`src/rtl/swlg_pkg.sv`:
```
// Types, codes and constants shared by the alignment block.
package swlg_pkg;

	localparam int MAX_LEN_DEF = 32;
	localparam int SCORE_W     = 14;
	localparam int CAND_W      = SCORE_W + 2;

	localparam logic [7:0] GAP_CHAR = 8'd45;

	localparam logic [1:0] MV_ORIGIN = 2'd0;
	localparam logic [1:0] MV_LEFT   = 2'd1;
	localparam logic [1:0] MV_UP     = 2'd2;
	localparam logic [1:0] MV_DIAG   = 2'd3;

	localparam logic [1:0] CMD_FIRST  = 2'd0;
	localparam logic [1:0] CMD_SECOND = 2'd1;
	localparam logic [1:0] CMD_ALIGN  = 2'd2;

	localparam logic [1:0] REG_MATCH    = 2'd0;
	localparam logic [1:0] REG_MISMATCH = 2'd1;
	localparam logic [1:0] REG_GAP      = 2'd2;

	typedef struct packed {
		logic signed [7:0] match_s;
		logic signed [7:0] mismatch_s;
		logic signed [7:0] gap_s;
	} swlg_scores_t;

	// Row token travelling along the cell chain
	typedef struct packed {
		logic       valid;
		logic       last_row;
		logic [7:0] sym;
	} swlg_flow_t;

endpackage

```
`src/rtl/swlg_cell.sv`:
```
// One column cell of the systolic score array, with its own column of moves.
module swlg_cell import swlg_pkg::*; #(
	parameter int MAX_LEN = MAX_LEN_DEF
) (
	input  logic                 clk,
	input  logic                 arst_n,
	input  logic                 clear,
	input  logic                 b_we,
	input  logic [7:0]           b_in,
	input  swlg_scores_t         scores,
	input  logic                 last_col,
	input  swlg_flow_t           flow_in,
	input  logic [$clog2(MAX_LEN+1)-1:0] row_in,
	input  logic [SCORE_W-1:0]   left_in,
	input  logic [SCORE_W-1:0]   diag_in,
	input  logic [$clog2(MAX_LEN+1)-1:0] rd_row,
	output swlg_flow_t           flow_out,
	output logic [$clog2(MAX_LEN+1)-1:0] row_out,
	output logic [SCORE_W-1:0]   score_out,
	output logic [SCORE_W-1:0]   diag_out,
	output logic [1:0]           rd_move
);

	localparam int LEN_W = $clog2(MAX_LEN + 1);
	localparam int PADW  = CAND_W - SCORE_W;

	logic [7:0]         b_q;
	logic               valid_q;
	logic               last_q;
	logic [7:0]         sym_q;
	logic [LEN_W-1:0]   row_q;
	logic [SCORE_W-1:0] score_q;
	logic [SCORE_W-1:0] diag_q;
	logic [1:0]         mv_mem [0:MAX_LEN];
	logic [1:0]         rd_q;

	logic signed [CAND_W-1:0] gap_x, left_c, up_c, diag_c, best;
	logic [1:0]               mv;

	always_comb begin
		gap_x  = {{(CAND_W-8){scores.gap_s[7]}}, scores.gap_s};
		left_c = $signed({{PADW{1'b0}}, left_in}) + (flow_in.last_row ? '0 : gap_x);
		up_c   = $signed({{PADW{1'b0}}, score_q}) + (last_col ? '0 : gap_x);
		if (flow_in.sym == b_q) begin
			diag_c = $signed({{PADW{1'b0}}, diag_in})
				+ {{(CAND_W-8){scores.match_s[7]}}, scores.match_s};
		end else begin
			diag_c = $signed({{PADW{1'b0}}, diag_in})
				+ {{(CAND_W-8){scores.mismatch_s[7]}}, scores.mismatch_s};
		end
		best = '0;
		mv   = MV_ORIGIN;
		if (left_c > best) begin
			best = left_c;
			mv   = MV_LEFT;
		end
		if (up_c > best) begin
			best = up_c;
			mv   = MV_UP;
		end
		if (diag_c > best) begin
			best = diag_c;
			mv   = MV_DIAG;
		end
	end

	always_ff @(posedge clk or negedge arst_n) begin
		if (!arst_n) begin
			valid_q <= 1'b0;
		end else if (clear) begin
			valid_q <= 1'b0;
		end else begin
			valid_q <= flow_in.valid;
		end
	end

	always_ff @(posedge clk) begin
		if (b_we) begin
			b_q <= b_in;
		end
		last_q <= flow_in.last_row;
		sym_q  <= flow_in.sym;
		row_q  <= row_in;
		if (clear) begin
			score_q <= '0;
			diag_q  <= '0;
		end else if (flow_in.valid) begin
			score_q <= best[SCORE_W-1:0];
			diag_q  <= score_q;
		end
	end

	// move column: written by the wavefront, read by the traceback
	always_ff @(posedge clk) begin
		if (flow_in.valid && !clear) begin
			mv_mem[row_in] <= mv;
		end
		rd_q <= mv_mem[rd_row];
	end

	assign flow_out  = '{valid: valid_q, last_row: last_q, sym: sym_q};
	assign row_out   = row_q;
	assign score_out = score_q;
	assign diag_out  = diag_q;
	assign rd_move   = rd_q;

endmodule

```
`config.mk`:
```
export PLATFORM = sky130hd
export DESIGN_NAME = swlg_cell
export DESIGN_NICKNAME = d
export VERILOG_FILES = /design/src/rtl/swlg_pkg.sv /design/src/rtl/swlg_cell.sv
export SDC_FILE = /design/constraint.sdc
export NUM_CORES = 1
export LEC_CHECK = 0
export BUFFER_PORTS_ARGS = -buffer_cell sky130_fd_sc_hd__buf_2
export CORE_UTILIZATION = 55
export DETAILED_ROUTE_END_ITERATION = 7
export PLACE_DENSITY = 0.78
export SYNTH_ARGS = -nofsm -noshare
export SYNTH_HDL_FRONTEND = slang
export SYNTH_SLANG_ARGS = --single-unit
```
`constraint.sdc`:
```
create_clock -name clk -period 17.64 [get_ports clk]
set_clock_uncertainty 0.1 [all_clocks]
set_input_delay 4.41 -clock clk [delete_from_list [all_inputs] [get_ports clk]]
set_output_delay 4.41 -clock clk [all_outputs]
set_load 0.02 [all_outputs]
```
==> impl_results.md, run 1 <==
* Cells after Synth at 739
* Mapped Area at 7830 µm²
* Worst setup EP type: flop
* Pleak at 0.00387 µW
* FF/Latch Area at 3150 µm²
* # nets final at 1026
* Post-synth EDFFs at 74
* Clock Latency Late Sink at 0.41 ns
* Post-route insts no fill at 1061
* Period utilisation layout at 67.3%
* ANT cells at 0
* Share of cells above drive strength 1 at 24.6%
* XOR/XNOR Fraction of Synth Area at 4.59%
* Synth Flop Type: edfxtp_1
* Final Hold Vio Count at 0
* First DRT Iteration DRCs at 476
* Clock buffer count from CTS at 17
* Critical path launch point type: input pin
* Worst R2R Path Depth at 27
* Slowest CP cell: nand2b_1
* Core Region at 13900 µm²
* Total GRT Usage at 27.2%
* # resized after CTS at 0
* Via/cell ratio at 5.95
* Netlist cell types at 83
* Synth Area in Compound Gates at 15.3%
* Placer Congestion at 0.926
* Adder-cell share of the synthesized area at 11.6%
* Syn Area/Cell at 10.6 µm²
* Clk slew on worst S/H paths at 0.06 ns
* Cells after DPL at 1029
* Hold-fix buffers, CTS at 0
* Die Wd at 121 µm
* DPL Wire Length at 14500 µm
* Drt total wl at 19300 µm
* Yosys reg bits at 120
* Row count at 43
* CP arrival at 11.67 ns
* Worst Hold End: rd_move[0]$_DFF_P_
* Largest net degree at the start of global routing at 42
* Clock Path Buffers at 2
* Setup-failing EPs final at 0
* Simple-Gate Fraction of Synth Area at 16.7%
* TritonCTS clock tree: yes
* I/O pin count at 133
* RSZ-0062 raised after global routing: no
* Async SR Flop Fraction at 0.833%
* Crit path max fanout at 33
* Crit-path max cell delay at 0.63 ns
* Initial Utilization at 56.4%
* Least-Margin Pin Slew at 1.17 ns
* Via count at 6308
* Peak Freq at 84.2 MHz
* Pwr/cell area at 111 nW/µm²
* Sequential share of the synthesized area at 40.2%
* Fillers at 1097
* Avg WL per Cell at 18.2 µm
* Number of global-route vias before repair at 6215
* Max Slew Vio Count at 0
* H-tree depth at 4
* Area Overhead vs Synth at 18.0%
* CP Class: in2reg
* Most common cell after layout, fill and taps aside: buf_2
* Mux share of post-synthesis cell area at 9.06%
* Hold Path Depth at 2
* Worst hold path type: reg2reg
* Chip Height at 121 µm
* FF-to-FF End: mv_mem[16][0]$_DFFE_PP_
* Critical Path RT at 17.43 ns
* Synth warn at 0
* Clock Sinks at 120
* Port buffer count at 132
* Main combinational cell family by area after synthesis: simple AND/OR/NAND/NOR gates
* HP Start: mv_mem[32][0]$_DFFE_PP_
* First-pass iteration count of the detailed router at 5
* Multi-input gate area at 4490 µm²
* Commonest cells after routing, fill and taps aside: buf_2 (132), nor2_1 (81), edfxtp_1 (74)
* Slew headroom at 21.7%
* Full die area at 14700 µm²
* Grt ovf at 0
* Post-layout minimum cycle time at 11.88 ns
* DRC at 0
* First-pass GRT wire length at 30500 µm
* Worst VDD drop at 0.0807 mV
* R2R Setup Slk at 10.16 ns
* Clock Root Buffer: clkbuf_16
* Initial antenna violation count at 0
* Net Count, Synth at 897
* Post-CTS Setup Inserts at 0
* Outcome: completed
* Total power at 1030 µW
* Reg2reg start: score_out[0]$_SDFFE_PP0P_
* Number of antenna-violating nets in the routed design at 0
* Setup_tns at 0 ns
* Max-cap violations at 0
==> logic make-up after synthesis <==
group,after synthesis
compound gates,166
xor+xnor,41
fa+ha+maj,71
buf+inv,43
flops,120
mux,45
other cells,1
simple gates,252
==> cells in the mapped netlist (all sizes together) (13+ instances only) <==
master / instances / area (µm²)
nand3: 13 / 65.1
mux4: 20 / 450
mux2i: 18 / 180
dfxtp: 45 / 901
xor2: 20 / 175
xnor2: 21 / 184
nor2b: 14 / 87.6
inv: 19 / 71.3
nor3: 19 / 100
a21oi: 32 / 160
nand2: 43 / 161
nor2: 82 / 310
a21o: 15 / 113
edfxtp: 74 / 2220
o21ai: 29 / 145
ha: 68 / 851
==> where the power goes <==
group / leakage, µW / switching, µW / internal [µW]
combinational: 0.00248 / 197 / 125
clock: 0.000307 / 119 / 239
sequential: 0.00108 / 14.3 / 332
total: 0.00387 / 330 / 695
==> worst max-delay path by stage <==
stage,endpoint,from,cells after the start
finish,mv_mem[16][0]$_DFFE_PP_,flow_in[8],29
global route,mv_mem[16][0]$_DFFE_PP_,flow_in[8],29
floorplan,mv_mem[0][0]$_DFFE_PP_,scores[0],30
detailed placement,mv_mem[20][1]$_DFFE_PP_,flow_in[8],29
CTS,mv_mem[7][0]$_DFFE_PP_,flow_in[8],29
global placement,mv_mem[4][0]$_DFFE_PP_,flow_in[8],29
==> worst max-delay path, delay by kind of cell <==
| kind | cells | cell delay (ns) |
|---|---|---|
| AOI/OAI and AO/OA | 16 | 3.69 |
| adders and majority gates | 4 | 1.12 |
| buffers and inverters | 2 | 0.42 |
| and+or+nand+nor | 7 | 2.00 |
==> registers in the layout, summed over array words and instances (netlist names) <==
name,flops
rd_move,2
valid_q,1
row_out,6
diag_out,14
sym_q,8
b_q,8
mv_mem,66
score_out,14
last_q,1
==> per-layer routing <==
metal  track usage (%)  share of wire [%]
met3              4.42                3.8
met5                 0                  0
met2              49.9                 53
met4              10.2                2.2
met1              31.7                 41
==> area by class of cell <==
type                            instances  area share, %
Inverter                               20          0.813
Tap cell                              180           2.44
Sequential cell                       120           34.1
Clock buffer                           28           6.30
Clock inverter                          4          0.515
Multi-Input combinational cell        576           48.6
Timing Repair Buffer                  133           7.23
==> through the flow <==
stage	area (µm²)	util, %	setup slack [ns]	hold WS [ns]
final	9240	66.5	5.76	0.378
after CTS	9240	66.5	5.85	0.380
after detailed placement	8610	62.0	5.44	0.372
after floorplan	7830	-	6.67	0.316
after global placement	8610	62.0	5.68	0.328
after global routing	9240	66.5	5.15	0.387
No activity file was read; power rests on OpenSTA's default activity.
==> inputs of run 2 (changes only) <==
- ABC_AREA: default -> 1
- clock period: 17.64 -> 11.3 ns (I/O delays scaled with it)
==> impl_results.md, run 2 <==
* Outcome: completed
* Placer Congestion at 0.903 (-2.5%)
* Top-count cell post-synth: nand2_1
* Clock Sinks at 120 (unchanged)
* Synth warn at 0 (unchanged)
* Mapped Area at 8240 µm² (+5.3%)
* Worst setup EP type: flop
* Cell family with most CP delay: simple AND/OR/NAND/NOR gates
* Crit path max fanout at 33 (unchanged)
* Share of cells above drive strength 1 at 20.0% (-4.6 points)
* Slew headroom at 33.8% (+12 points)
* Async SR Flop Fraction at 0.833% (unchanged)
* Avg WL per Cell at 14.6 µm (-20%)
* ANT cells at 0 (unchanged)
* Clock Path Buffers at 2 (unchanged)
* Core Region at 14600 µm² (+5.1%)
* Row count at 44 (+2.3%)
* First-pass GRT wire length at 32300 µm (+6.0%)
* Syn Area/Cell at 8.08 µm² (-24%)
* Initial Utilization at 56.5% (+0.084 points)
* First-pass iteration count of the detailed router at 5 (unchanged)
* Worst R2R Path Depth at 30 (+11%)
* Clock Root Buffer: clkbuf_16
* Post-synth top cells: nand2_1 (202), nor2_1 (115), inv_1 (102)
* Max-cap violations at 0 (unchanged)
* Max Slew Vio Count at 0 (unchanged)
* RSZ-0062 raised after global routing: no
* Pleak at 0.00447 µW (+15%)
* Area Overhead vs Synth at 15.6%
* Cells after Synth at 1020 (+38%)
* Number of global-route vias before repair at 6974 (+12%)
* Least-Margin Pin Slew at 0.991 ns (-0.183 ns)
* Number of antenna-violating nets in the routed design at 0 (unchanged)
* Pwr/cell area at 161 nW/µm² (+45%)
* Worst Hold End: rd_move[1]$_DFF_P_
* I/O pin count at 133 (unchanged)
* Critical path launch point type: input pin
* Post-route insts no fill at 1342 (+26%)
* Critical Path RT at 11.11 ns (-6.32 ns)
* Chip Height at 124 µm (+2.6%)
* Hold Path Depth at 2 (unchanged)
* Peak Freq at 107 MHz
* Largest reg by FF count: mv_mem
* Synth area leaders: edfxtp_1 (27%), dfxtp_1 (11%), ha_1 (10%)
* Via/cell ratio at 5.43 (-8.7%)
* H-tree depth at 4 (unchanged)
* HP Start: mv_mem[32][1]$_DFFE_PP_
* Number of flip-flops in the largest register at 66 (unchanged)
* Post-layout minimum cycle time at 9.34 ns
* Full die area at 15500 µm² (+5.2%)
* Netlist cell types at 54 (-35%)
* Drt total wl at 19600 µm (+1.8%)
* Sequential share of the synthesized area at 38.2% (-2.0 points)
* Initial antenna violation count at 0 (unchanged)
* R2R Setup Slk at 4.62 ns (-5.54 ns)
* CP Class: in2reg
* Slowest CP cell: nand2_1
* Net Count, Synth at 1178 (+31%)
* Yosys reg bits at 120 (unchanged)
* Die Wd at 124 µm (+2.6%)
* # resized after CTS at 0 (unchanged)
* TritonCTS clock tree: yes
* Setup_tns at 0 ns (unchanged)
* Clock buffer count from CTS at 17 (unchanged)
* Commonest cells after routing, fill and taps aside: nand2_1 (202), buf_2 (132), nor2_1 (115)
* Post-CTS Setup Inserts at 0 (unchanged)
* Synth Flop Type: edfxtp_1
* Reg2reg start: score_out[0]$_SDFFE_PP0P_
* First DRT Iteration DRCs at 492 (+3.4%)
* Final Hold Vio Count at 0 (unchanged)
* Via count at 7286 (+16%)
* Post-synth top area share at 27.0% (-1.4 points)
* # nets final at 1303 (+27%)
* Synth area leader: edfxtp_1
* CP arrival at 9.15 ns (-2.52 ns)
* CP most frequent cell: nand2_1
* Total power at 1530 µW (+49%)
* Most common cell after layout, fill and taps aside: nand2_1
* Setup-failing EPs final at 0 (unchanged)
* Grt ovf at 0 (unchanged)
* Clk slew on worst S/H paths at 0.05 ns (about the same)
* DPL Wire Length at 15100 µm (+4.0%)
* Period utilisation layout at 82.6%
* Post-synth EDFFs at 74 (unchanged)
* Largest net degree at the start of global routing at 34 (-19%)
* FF-to-FF End: mv_mem[32][1]$_DFFE_PP_
* Worst hold path type: reg2reg
* Worst path bufs/invs at 5 (+3)
* Port buffer count at 132 (unchanged)
* DRC at 0 (unchanged)
* Crit-path max cell delay at 0.61 ns (-0.02 ns)
* Worst VDD drop at 0.154 mV (+90%)
* Total GRT Usage at 26.0% (-1.2 points)
* Cells after DPL at 1310 (+27%)
* Clock Latency Late Sink at 0.42 ns (about the same)
* Hold-fix buffers, CTS at 0 (unchanged)
[run 2: changes by cell type after synthesis, moves of 17 or more]
| cell | delta |
|---|---|
| inv_1 | +83 |
| nand2_1 | +159 |
| a21oi_1 | +35 |
| nand3_1 | +57 |
| o21ai_0 | +30 |
| nor2_1 | +34 |
| mux2i_1 | -18 |
| mux4_2 | -20 |
| nand2_2 | +17 |
[run 2: per-stage QoR]
step	utilization [%]	setup slack (ns)	hold WS [ns]	area, µm²
after floorplan	-	2.53	0.314	8240
after global placement	61.6	1.76	0.331	8980
after detailed placement	61.6	1.60	0.333	8980
after CTS	65.3	2.02	0.348	9530
after global routing	65.3	0.993	0.375	9530
final	65.3	1.96	0.344	9530
[run 2: worst max-delay path by stage]
stage	start	to	slack, ns	cells after the start
after floorplan	flow_in[8]	mv_mem[0][0]$_DFFE_PP_	2.53	40
after global placement	flow_in[8]	mv_mem[23][1]$_DFFE_PP_	1.76	39
after detailed placement	flow_in[8]	mv_mem[30][1]$_DFFE_PP_	1.60	39
after CTS	flow_in[8]	mv_mem[2][1]$_DFFE_PP_	2.02	39
after global routing	flow_in[8]	mv_mem[15][1]$_DFFE_PP_	0.99	39
final	flow_in[8]	mv_mem[32][1]$_DFFE_PP_	1.96	39
[run 2: worst min-delay path: cells and delay by family (launching register included)]
kind            cells  cell delay [ns]
flops               1             0.31
simple gates        1             0.04
compound gates      1             0.05
[run 2: layout make-up]
type                       instances  area [µm²]
timing repair buffer             135         683
inverter                         111         427
clock inverter                    13         109
sequential                       120        3150
multi-input combinational        760        4500
fill                            1283        5060
clock buffer                      19         433
tap                              184         230
[run 2: cell families after synthesis]
kind of cell | share of synthesized area, %
xor+xnor | 3.83
buf+inv | 7.23
compound gates | 11.3
other cells | 0.0455
flops | 38.2
simple gates | 27.4
fa+ha+maj | 11.1
mux | 0.957
[run 2: where the power goes]
group / total (µW) / switching, µW / internal, µW / leakage [µW]
registers: 528 / 18.8 / 509 / 0.00108
clock network: 489 / 190 / 299 / 0.000252
logic: 514 / 329 / 185 / 0.00313
[run 2: routing by layer]
| layer | GRT usage [%] | part of all wire, % | wire, µm |
|---|---|---|---|
| met2 | 45.7 | 52 | 10100 |
| met3 | 4.04 | 4.1 | 805 |
| met5 | 0 | 0 | 0 |
| met1 | 30.8 | 41 | 8000 |
| met4 | 12.6 | 3.4 | 662 |
