$ cat src/rtl/swlg_pkg.sv
// Types, codes and constants shared by the alignment block.
package swlg_pkg;

	localparam int MAX_LEN_DEF = 32;
	localparam int SCORE_W     = 14;
	localparam int CAND_W      = SCORE_W + 2;

	localparam logic [7:0] GAP_CHAR = 8'd45;

	localparam logic [1:0] MV_ORIGIN = 2'd0;
	localparam logic [1:0] MV_LEFT   = 2'd1;
	localparam logic [1:0] MV_UP     = 2'd2;
	localparam logic [1:0] MV_DIAG   = 2'd3;

	localparam logic [1:0] CMD_FIRST  = 2'd0;
	localparam logic [1:0] CMD_SECOND = 2'd1;
	localparam logic [1:0] CMD_ALIGN  = 2'd2;

	localparam logic [1:0] REG_MATCH    = 2'd0;
	localparam logic [1:0] REG_MISMATCH = 2'd1;
	localparam logic [1:0] REG_GAP      = 2'd2;

	typedef struct packed {
		logic signed [7:0] match_s;
		logic signed [7:0] mismatch_s;
		logic signed [7:0] gap_s;
	} swlg_scores_t;

	// Row token travelling along the cell chain
	typedef struct packed {
		logic       valid;
		logic       last_row;
		logic [7:0] sym;
	} swlg_flow_t;

endpackage

$ cat src/rtl/swlg_trace.sv
// Traceback walker, pair buffer and result output register.
module swlg_trace import swlg_pkg::*; #(
	parameter int MAX_LEN = MAX_LEN_DEF
) (
	input  logic                         clk,
	input  logic                         arst_n,
	input  logic                         start,
	input  logic [$clog2(MAX_LEN+1)-1:0] first_len,
	input  logic [$clog2(MAX_LEN+1)-1:0] second_len,
	input  logic [1:0]                   move,
	input  logic [7:0]                   a_sym,
	input  logic [7:0]                   b_sym,
	output logic [$clog2(MAX_LEN+1)-1:0] row,
	output logic [$clog2(MAX_LEN+1)-1:0] col,
	output logic                         busy,
	output logic                         pair_valid,
	input  logic                         pair_stall,
	output logic [7:0]                   first_char,
	output logic [7:0]                   second_char,
	output logic                         none,
	output logic                         last
);

	localparam int LEN_W = $clog2(MAX_LEN + 1);
	localparam int PB_D  = 2 * MAX_LEN;
	localparam int PB_W  = $clog2(PB_D);
	localparam int K_W   = $clog2(PB_D + 1);

	localparam logic [2:0] T_IDLE  = 3'd0;
	localparam logic [2:0] T_WAITG = 3'd1;
	localparam logic [2:0] T_GATE  = 3'd2;
	localparam logic [2:0] T_WAIT  = 3'd3;
	localparam logic [2:0] T_EVAL  = 3'd4;
	localparam logic [2:0] T_OREAD = 3'd5;
	localparam logic [2:0] T_OLOAD = 3'd6;
	localparam logic [2:0] T_OHOLD = 3'd7;

	logic [2:0]       state_q;
	logic [LEN_W-1:0] i_q, j_q, ni, nj;
	logic [K_W-1:0]   k_q, k_nx;
	logic [PB_W-1:0]  rp_q;
	logic [15:0]      pbuf [PB_D];
	logic [15:0]      pb_rd_q;
	logic [1:0]       mv;
	logic [7:0]       a_c, b_c;
	logic             ov_q;

	always_comb begin
		if (i_q == '0 && j_q == '0) begin
			mv = MV_ORIGIN;
		end else if (i_q == '0) begin
			mv = MV_LEFT;
		end else if (j_q == '0) begin
			mv = MV_UP;
		end else begin
			mv = move;
		end
		ni = i_q;
		nj = j_q;
		case (mv)
			MV_LEFT: begin
				nj = j_q - 1'b1;
			end
			MV_UP: begin
				ni = i_q - 1'b1;
			end
			MV_DIAG: begin
				ni = i_q - 1'b1;
				nj = j_q - 1'b1;
			end
			default: begin
				ni = '0;
				nj = '0;
			end
		endcase
		a_c  = (ni < i_q) ? a_sym : GAP_CHAR;
		b_c  = (nj < j_q) ? b_sym : GAP_CHAR;
		k_nx = k_q + 1'b1;
	end

	always_ff @(posedge clk or negedge arst_n) begin
		if (!arst_n) begin
			state_q <= T_IDLE;
			ov_q    <= 1'b0;
		end else begin
			case (state_q)
				T_IDLE: begin
					if (start) begin
						state_q <= T_WAITG;
					end
				end
				T_WAITG: begin
					state_q <= T_GATE;
				end
				T_GATE: begin
					if (ni != '0 && nj != '0) begin
						state_q <= T_EVAL;
					end else begin
						ov_q    <= 1'b1;
						state_q <= T_OHOLD;
					end
				end
				T_WAIT: begin
					state_q <= T_EVAL;
				end
				T_EVAL: begin
					if ((ni == '0 && nj == '0) || k_nx == K_W'(PB_D)) begin
						state_q <= T_OREAD;
					end else begin
						state_q <= T_WAIT;
					end
				end
				T_OREAD: begin
					state_q <= T_OLOAD;
				end
				T_OLOAD: begin
					ov_q    <= 1'b1;
					state_q <= T_OHOLD;
				end
				T_OHOLD: begin
					if (!pair_stall) begin
						ov_q    <= 1'b0;
						state_q <= last ? T_IDLE : T_OREAD;
					end
				end
				default: begin
					state_q <= T_IDLE;
				end
			endcase
		end
	end

	always_ff @(posedge clk) begin
		pb_rd_q <= pbuf[rp_q];
		case (state_q)
			T_IDLE: begin
				i_q <= first_len;
				j_q <= second_len;
				k_q <= '0;
			end
			T_GATE: begin
				first_char  <= 8'd0;
				second_char <= 8'd0;
				none        <= 1'b1;
				last        <= 1'b1;
			end
			T_EVAL: begin
				pbuf[k_q[PB_W-1:0]] <= {a_c, b_c};
				rp_q <= k_q[PB_W-1:0];
				k_q  <= k_nx;
				i_q  <= ni;
				j_q  <= nj;
			end
			T_OLOAD: begin
				first_char  <= pb_rd_q[15:8];
				second_char <= pb_rd_q[7:0];
				none        <= 1'b0;
				last        <= (rp_q == '0);
			end
			T_OHOLD: begin
				if (!pair_stall && !last) begin
					rp_q <= rp_q - 1'b1;
				end
			end
			default: begin
			end
		endcase
	end

	assign row        = i_q;
	assign col        = j_q;
	assign busy       = (state_q != T_IDLE);
	assign pair_valid = ov_q;

endmodule

$ cat config.mk
export PLATFORM = sky130hd
export DESIGN_NAME = swlg_trace
export DESIGN_NICKNAME = d
export VERILOG_FILES = /design/src/rtl/swlg_pkg.sv /design/src/rtl/swlg_trace.sv
export SDC_FILE = /design/constraint.sdc
export NUM_CORES = 1
export LEC_CHECK = 0
export BUFFER_PORTS_ARGS = -buffer_cell sky130_fd_sc_hd__buf_2
export CAP_MARGIN = 30
export CELL_PAD_IN_SITES_DETAIL_PLACEMENT = 1
export CELL_PAD_IN_SITES_GLOBAL_PLACEMENT = 1
export CORE_MARGIN = 2
export CORE_UTILIZATION = 45
export CTS_CLUSTER_SIZE = 30
export DETAILED_ROUTE_END_ITERATION = 7
export HOLD_SLACK_MARGIN = 0.06
export PLACE_DENSITY_LB_ADDON = 0.08
export SYNTH_ARGS = -nofsm -noshare
export SYNTH_HDL_FRONTEND = slang
export SYNTH_SLANG_ARGS = --single-unit
$ cat constraint.sdc
create_clock -name clk -period 4.86 [get_ports clk]
set_clock_uncertainty 0.05 [all_clocks]
set_input_delay 0.243 -clock clk [delete_from_list [all_inputs] [get_ports clk]]
set_output_delay 0.243 -clock clk [all_outputs]
set_load 0.01 [all_outputs]
==> metrics.yaml, run 1 <==
status: "complete, no violations"
area.growth.synth_to_final_pct: 15.0
finalCritPeriodShare_pct: 87.2
overflow: 0
ys.flop_type: "edfxtp_1"
cp-start-kind: "flop"
worstRegToRegCells: 12
cts_made_buffers: 113
cts_tree: "done"
critPathTopFamily: "compound AO/OA/AOI/OAI gates"
ys_seq_area_share_pct: 76.5
leakagePower_nw: 15.6
root_buffer: "clkbuf_16"
nNetsFinal: 2133
synth_most_common_cell: "edfxtp_1"
dp_hpwl_mm: 63.1
post-place-cells: 3205
synth_seq_cells: 1087
first_iter_violations: 1886
antenna_found_initial: 8
pre_cts_ws_ns: 0.718
die_h_um: 311
slew_headroom_pct: 41.5
cts.sinks: 1087
ios: 66
grt_max_degree: 78
clkLatencyLatePin_ns: 0.68
syn_nets: 1917
cp_slowest_cell: "a2111oi_4"
portBuffers: 65
layout-drive-gt1-share_pct: 32.5
grt_pass1_wl_mm: 160
syn_inst: 1868
rsz0062_at_grt: "false"
crit_chain: "inv_1, ha_1, nor4b_2, a21boi_1, o32ai_1, ha_1, a21o_1, a21o_1, a2111oi_4, buf_4, o21a_2, buf_12"
synth.cell_area_um2: 42500
dieWidth_um: 311
pwr_density_cell_nw_per_um2: 587
cpPeakStageDelay_ns: 0.47
worst_pin_slew_ns: 0.877
fin_util_pct: 52.2
post_cts_buffers: 0
htreeDepth: 3
vias: 20114
dieArea_um2: 96800
core_um2: 93500
hold_path_class: "primary input to flop"
hold_viol: 0
fmax_mhz: 236
drtPass1Iterations: 5
start_util_pct: 45.4
ys_types: 61
fin_cells: 3430
ff2ff_setup_slack_ns: 0.62
yosysTopAreaCellShare_pct: 75.5
rr_startpoint: "col[0]$_DFFE_PP_"
design_area_um2: 48800
ir_drop_v: 0.000391
whs_endpoint: "pbuf[3][6]$_DFFE_PP_"
cts_buffer_depth: 3
required_ns: 5.26
drc: 0
worstPathArrival_ns: 4.64
worstSetupEndpointType: "flop"
track_usage_pct: 23.3
setup-violations-final: 0
finalWeightedCongestion: 0.867
clkTransAtPathRegs_ns: 0.06
fin_crit_ns: 4.24
fillCellCount: 8109
grt_pass1_vias: 21370
setup_ws_ns: 0.621
setup_tns_ns: 0
viasPerCell: 5.86
synth-edff-count: 1067
yosys-top-cells-count: "edfxtp_1, mux4_2, nor2_1, clkbuf_1, nand2_1"
placed_area_um2: 45100
yosysWarnings: 0
route.antenna.remaining_nets: 0
cts_resized: 0
max_cap_viol_count: 0
holdPathStages: 2
min_from: "b_sym[6]"
crit_fanout: 48
synth_area_leaders: "edfxtp_1, mux4_2, dfxtp_1, nor2_1, clkbuf_1"
wl_mm: 110
drv_slew: 0
yosysTopAreaCell: "edfxtp_1"
wl_per_cell_um: 32.2
crit_type: "flop to flop"
avgSynthCellArea_um2: 22.7
async_flop_share_pct: 0.368
worst-path-buf-inv: 3
rows: 112
rr_endpoint: "pbuf[32][6]$_DFFE_PP_"
sequential cells by signal (all words and copies together) (netlist names):
| signal | cells |
|---|---|
| rp_q | 6 |
| row | 6 |
| second_char | 8 |
| state_q | 3 |
| col | 6 |
| last | 1 |
| pair_valid | 1 |
| pbuf | 1024 |
| first_char | 8 |
| none | 1 |
| pb_rd_q | 16 |
| k_q | 7 |
worst max-delay path by stage:
stage | start | end | slack [ns] | cells past startpoint
2_1_floorplan | row[2]$_DFFE_PP_ | pbuf[0][10]$_DFFE_PP_ | 0.16 | 9
3_3_place_gp | col[0]$_DFFE_PP_ | pbuf[32][6]$_DFFE_PP_ | 0.86 | 13
3_5_place_dp | col[0]$_DFFE_PP_ | pbuf[32][6]$_DFFE_PP_ | 0.72 | 12
4_1_cts | col[0]$_DFFE_PP_ | pbuf[32][6]$_DFFE_PP_ | 0.66 | 12
5_1_grt | row[0]$_DFFE_PP_ | pbuf[32][6]$_DFFE_PP_ | 0.36 | 13
6_report | col[0]$_DFFE_PP_ | pbuf[32][6]$_DFFE_PP_ | 0.62 | 12
layer usage:
layer	GRT usage (%)	wire [um]	vias to the layer above
li1	-	-	8359
met1	32.5	47400	11033
met2	37.4	53700	588
met3	4.92	6760	132
met4	6.32	2450	2
met5	0	11	-
where the power goes:
| part | total, mW | switching, mW | internal, mW |
|---|---|---|---|
| logic | 7.80 | 4.81 | 2.99 |
| clock network | 8.31 | 3.55 | 4.76 |
| registers | 12.6 | 0.328 | 12.2 |
placed cells by master, fill, tap and decap left out, types with 16 or more instances in the layout:
| cell type | n |
|---|---|
| and3_1 | 18 |
| buf_12 | 16 |
| buf_2 | 66 |
| buf_4 | 100 |
| clkbuf_1 | 24 |
| clkbuf_16 | 114 |
| clkinv_1 | 33 |
| clkinv_2 | 18 |
| dfxtp_1 | 16 |
| dlygate4sd3_1 | 18 |
| edfxtp_1 | 1067 |
| inv_1 | 25 |
| mux4_2 | 336 |
| nand2_1 | 40 |
| nor2_1 | 79 |
| o21ai_0 | 22 |
layout make-up:
type	instances	area, um^2	area share [%]
flip-flops and latches	1087	32500	66.5
clock buffers	138	2940	6.03
well taps	1254	1570	3.21
diodes	2	5.00	0.0103
repair buffers	200	1580	3.24
inverters	26	97.6	0.200
multi-input cells	656	9570	19.6
clock inverters	67	593	1.21
stage by stage:
stage               total power [mW]  hold slack (ns)
floorplan                       17.4           -0.103
global placement                20.5          0.00173
detailed placement              20.7          0.00893
CTS                             29.0           0.0831
global route                    29.9            0.101
finish                          28.7            0.120
timing repair:
action                                  4_1_cts  5_1_grt
hold buffers                                 18        0
endpoints found under the setup margin        0        0
endpoints found under the hold margin        37        0
logic make-up (layout without fill, tap and decap cells):
| kind of cell | after synthesis | after routing | share of synthesized area, % |
|---|---|---|---|
| compound gates | 89 | 89 | 1.44 |
| xor+xnor | 7 | 7 | 0.144 |
| fa+ha+maj | 15 | 15 | 0.442 |
| buf+inv | 125 | 431 | 1.28 |
| flops | 1087 | 1087 | 76.5 |
| mux | 339 | 339 | 17.9 |
| other cells | 0 | 2 | 0 |
| simple gates | 206 | 206 | 2.35 |
(Power assumes the default switching activity.)
==> run 2: changes to the inputs <==
Settings changed: CORE_ASPECT_RATIO set to 1.25.
==> run 2 against run 1 <==
  * Cell count shrank 1.9%
  * Clock power shrank 2.6%
  * First-iteration DRC count grew 11%
  * Sequential power is essentially flat
  * Clock-buffer cell count shrank 2
  * Critical path depth is the same
  * Via count grew 1.5%
  * Routed wire length grew 3.9%
  * Total power shrank 1.4%
  * Global-route usage grew 0.96 points
  * Utilization is essentially flat
==> metrics.yaml, run 2 (synthesized netlist as in run 1, its figures left out) <==
fin_crit_ns: 4.22  # -0.0223 ns
grt_pass1_vias: 21765  # +1.8%
rsz0062_at_grt: "false"
viasPerCell: 6.07  # +3.5%
layout-drive-gt1-share_pct: 32.9  # +0.35 points
clkTransAtPathRegs_ns: 0.06  # about the same
fillCellCount: 7997  # -1.4%
vias: 20408  # +1.5%
grt-busiest-layer: "met2"
fin_util_pct: 52.2  # about the same
cts_made_buffers: 106  # -6.2%
worstSetupEndpointType: "flop"
crit_type: "flop to flop"
setup_tns_ns: 0  # unchanged
hold_path_class: "primary input to flop"
wl_per_cell_um: 34.1  # +5.9%
worst_pin_slew_ns: 0.965  # +0.0884 ns
rows: 125  # +12%
setup-violations-final: 0  # unchanged
multi_input_area_um2: 9630  # +0.65%
cts_tree: "done"
cp-start-kind: "flop"
placed_area_um2: 45100  # about the same
nNetsFinal: 2117  # -0.75%
fmax_mhz: 237  # +0.53%
ios: 66  # unchanged
dieArea_um2: 96800  # about the same
clkLatencyLatePin_ns: 0.69  # about the same
wl_mm: 115  # +3.9%
finalCritPeriodShare_pct: 86.8  # -0.46 points
drc: 0  # unchanged
area.growth.synth_to_final_pct: 14.6
power_mw: 28.3  # -1.4%
hold_viol: 0  # unchanged
crit_fanout: 65  # +35%
route.antenna.remaining_nets: 0  # unchanged
use_met2_pct: 41.7  # +4.3 points
drv_slew: 0  # unchanged
grt_max_degree: 79  # +1.3%
drtPass1Iterations: 5  # unchanged
grt_pass1_wl_mm: 165  # +3.1%
design_area_um2: 48700  # -0.33%
finalWeightedCongestion: 0.806  # -7.0%
ir_drop_v: 0.000360  # -8.0%
htreeDepth: 3  # unchanged
start_util_pct: 45.6  # +0.12 points
regArea_um2: 32500  # unchanged
pwr_density_cell_nw_per_um2: 581  # -1.1%
worstPathArrival_ns: 4.54  # -0.10 ns
die_h_um: 347  # +12%
cts.sinks: 1087  # unchanged
overflow: 0  # unchanged
track_usage_pct: 24.2  # +0.96 points
antenna_found_initial: 2  # -6
first_iter_violations: 2092  # +11%
leakagePower_nw: 15.5  # -0.64%
status: "complete, no violations"
dp_hpwl_mm: 66.0  # +4.6%
largest_reg_flops: 1024  # unchanged
portBuffers: 65  # unchanged
max_cap_viol_count: 0  # unchanged
layout_common_cells: "edfxtp_1, mux4_2, clkbuf_16"
cts_buffer_depth: 3  # unchanged
slew_headroom_pct: 35.6  # -5.9 points
core_um2: 93200  # -0.27%
use_met1_pct: 32.8  # +0.30 points
dieWidth_um: 279  # -10%
root_buffer: "clkbuf_16"
cts_resized: 0  # unchanged
required_ns: 5.18  # -0.08 ns
final_common_cell: "edfxtp_1"
grt_use_met3_pct: 2.85  # -2.1 points
[run 2: changes by cell type in the layout (fill, tap and decap cells not counted), moves of 2 or more]
| cell | before | now |
|---|---|---|
| clkinv_2 | 18 | 16 |
| buf_16 | 0 | 2 |
| clkbuf_16 | 114 | 110 |
| clkinvlp_4 | 2 | 4 |
| nor2_2 | 2 | 16 |
| nor2_1 | 79 | 62 |
| nor2_4 | 1 | 4 |
| clkinv_1 | 33 | 29 |
| buf_4 | 100 | 87 |
[run 2: timing repair]
item                      CTS  global route
hold endpoints to repair   48             0
setup buffers               0             0
hold buffers               19             0
[run 2: cell type report]
type                    count  area share (%)
flip-flops and latches   1087            66.7
multi-input cells         656            19.8
clock buffers             136            5.88
repair buffers            191            3.22
well taps                1206            3.10
clock inverters            61            1.08
inverters                  26           0.201
diodes                      1         0.00514
[run 2: routing by layer]
layer  routed length [um]  vias to the layer above
li1                     -                     8315
met1                46600                    11318
met2                59600                      619
met3                 5710                      154
met4                 2750                        2
met5                    9                        -
[run 2: metrics by stage]
step / instances / hold WS (ns) / setup WS, ns
2_1_floorplan: 1868 / -0.103 / 0.165
3_3_place_gp: 3141 / 0.000733 / 0.858
3_5_place_dp: 3146 / 0.00814 / 0.674
4_1_cts: 3362 / 0.119 / 0.648
5_1_grt: 3363 / 0.183 / 0.361
6_report: 3364 / 0.149 / 0.643
[run 2: where the power goes]
part,total [mW],switching (mW),internal [mW]
combinational,7.61,4.62,2.99
clock,8.09,3.52,4.57
sequential,12.6,0.331,12.2
[run 2: critical path: stages, from the launching register on]
cell	delay, ns
edfxtp_1	0.42
inv_1	0.13
ha_1	0.23
nor4b_2	0.45
a21oi_1	0.29
o32ai_1	0.48
ha_1	0.32
a21o_1	0.19
a211o_1	0.29
o21ai_1	0.08
buf_4	0.22
a31o_2	0.17
buf_4	0.54
[run 2: final timing paths]
check | from | end | slack (ns) | cells past startpoint
max in group asynchronous | arst_n | state_q[2]$_DFFE_PN0P_ | 4.15 | 3
max | col[0]$_DFFE_PP_ | pbuf[60][15]$_DFFE_PP_ | 0.64 | 12
min reg2reg | pair_valid$_DFFE_PN0P_ | pair_valid$_DFFE_PN0P_ | 0.48 | 2
max reg2reg | col[0]$_DFFE_PP_ | pbuf[60][15]$_DFFE_PP_ | 0.64 | 12
min | a_sym[3] | pbuf[7][11]$_DFFE_PP_ | 0.15 | 3
min in group asynchronous | arst_n | pair_valid$_DFFE_PN0P_ | 0.42 | 3
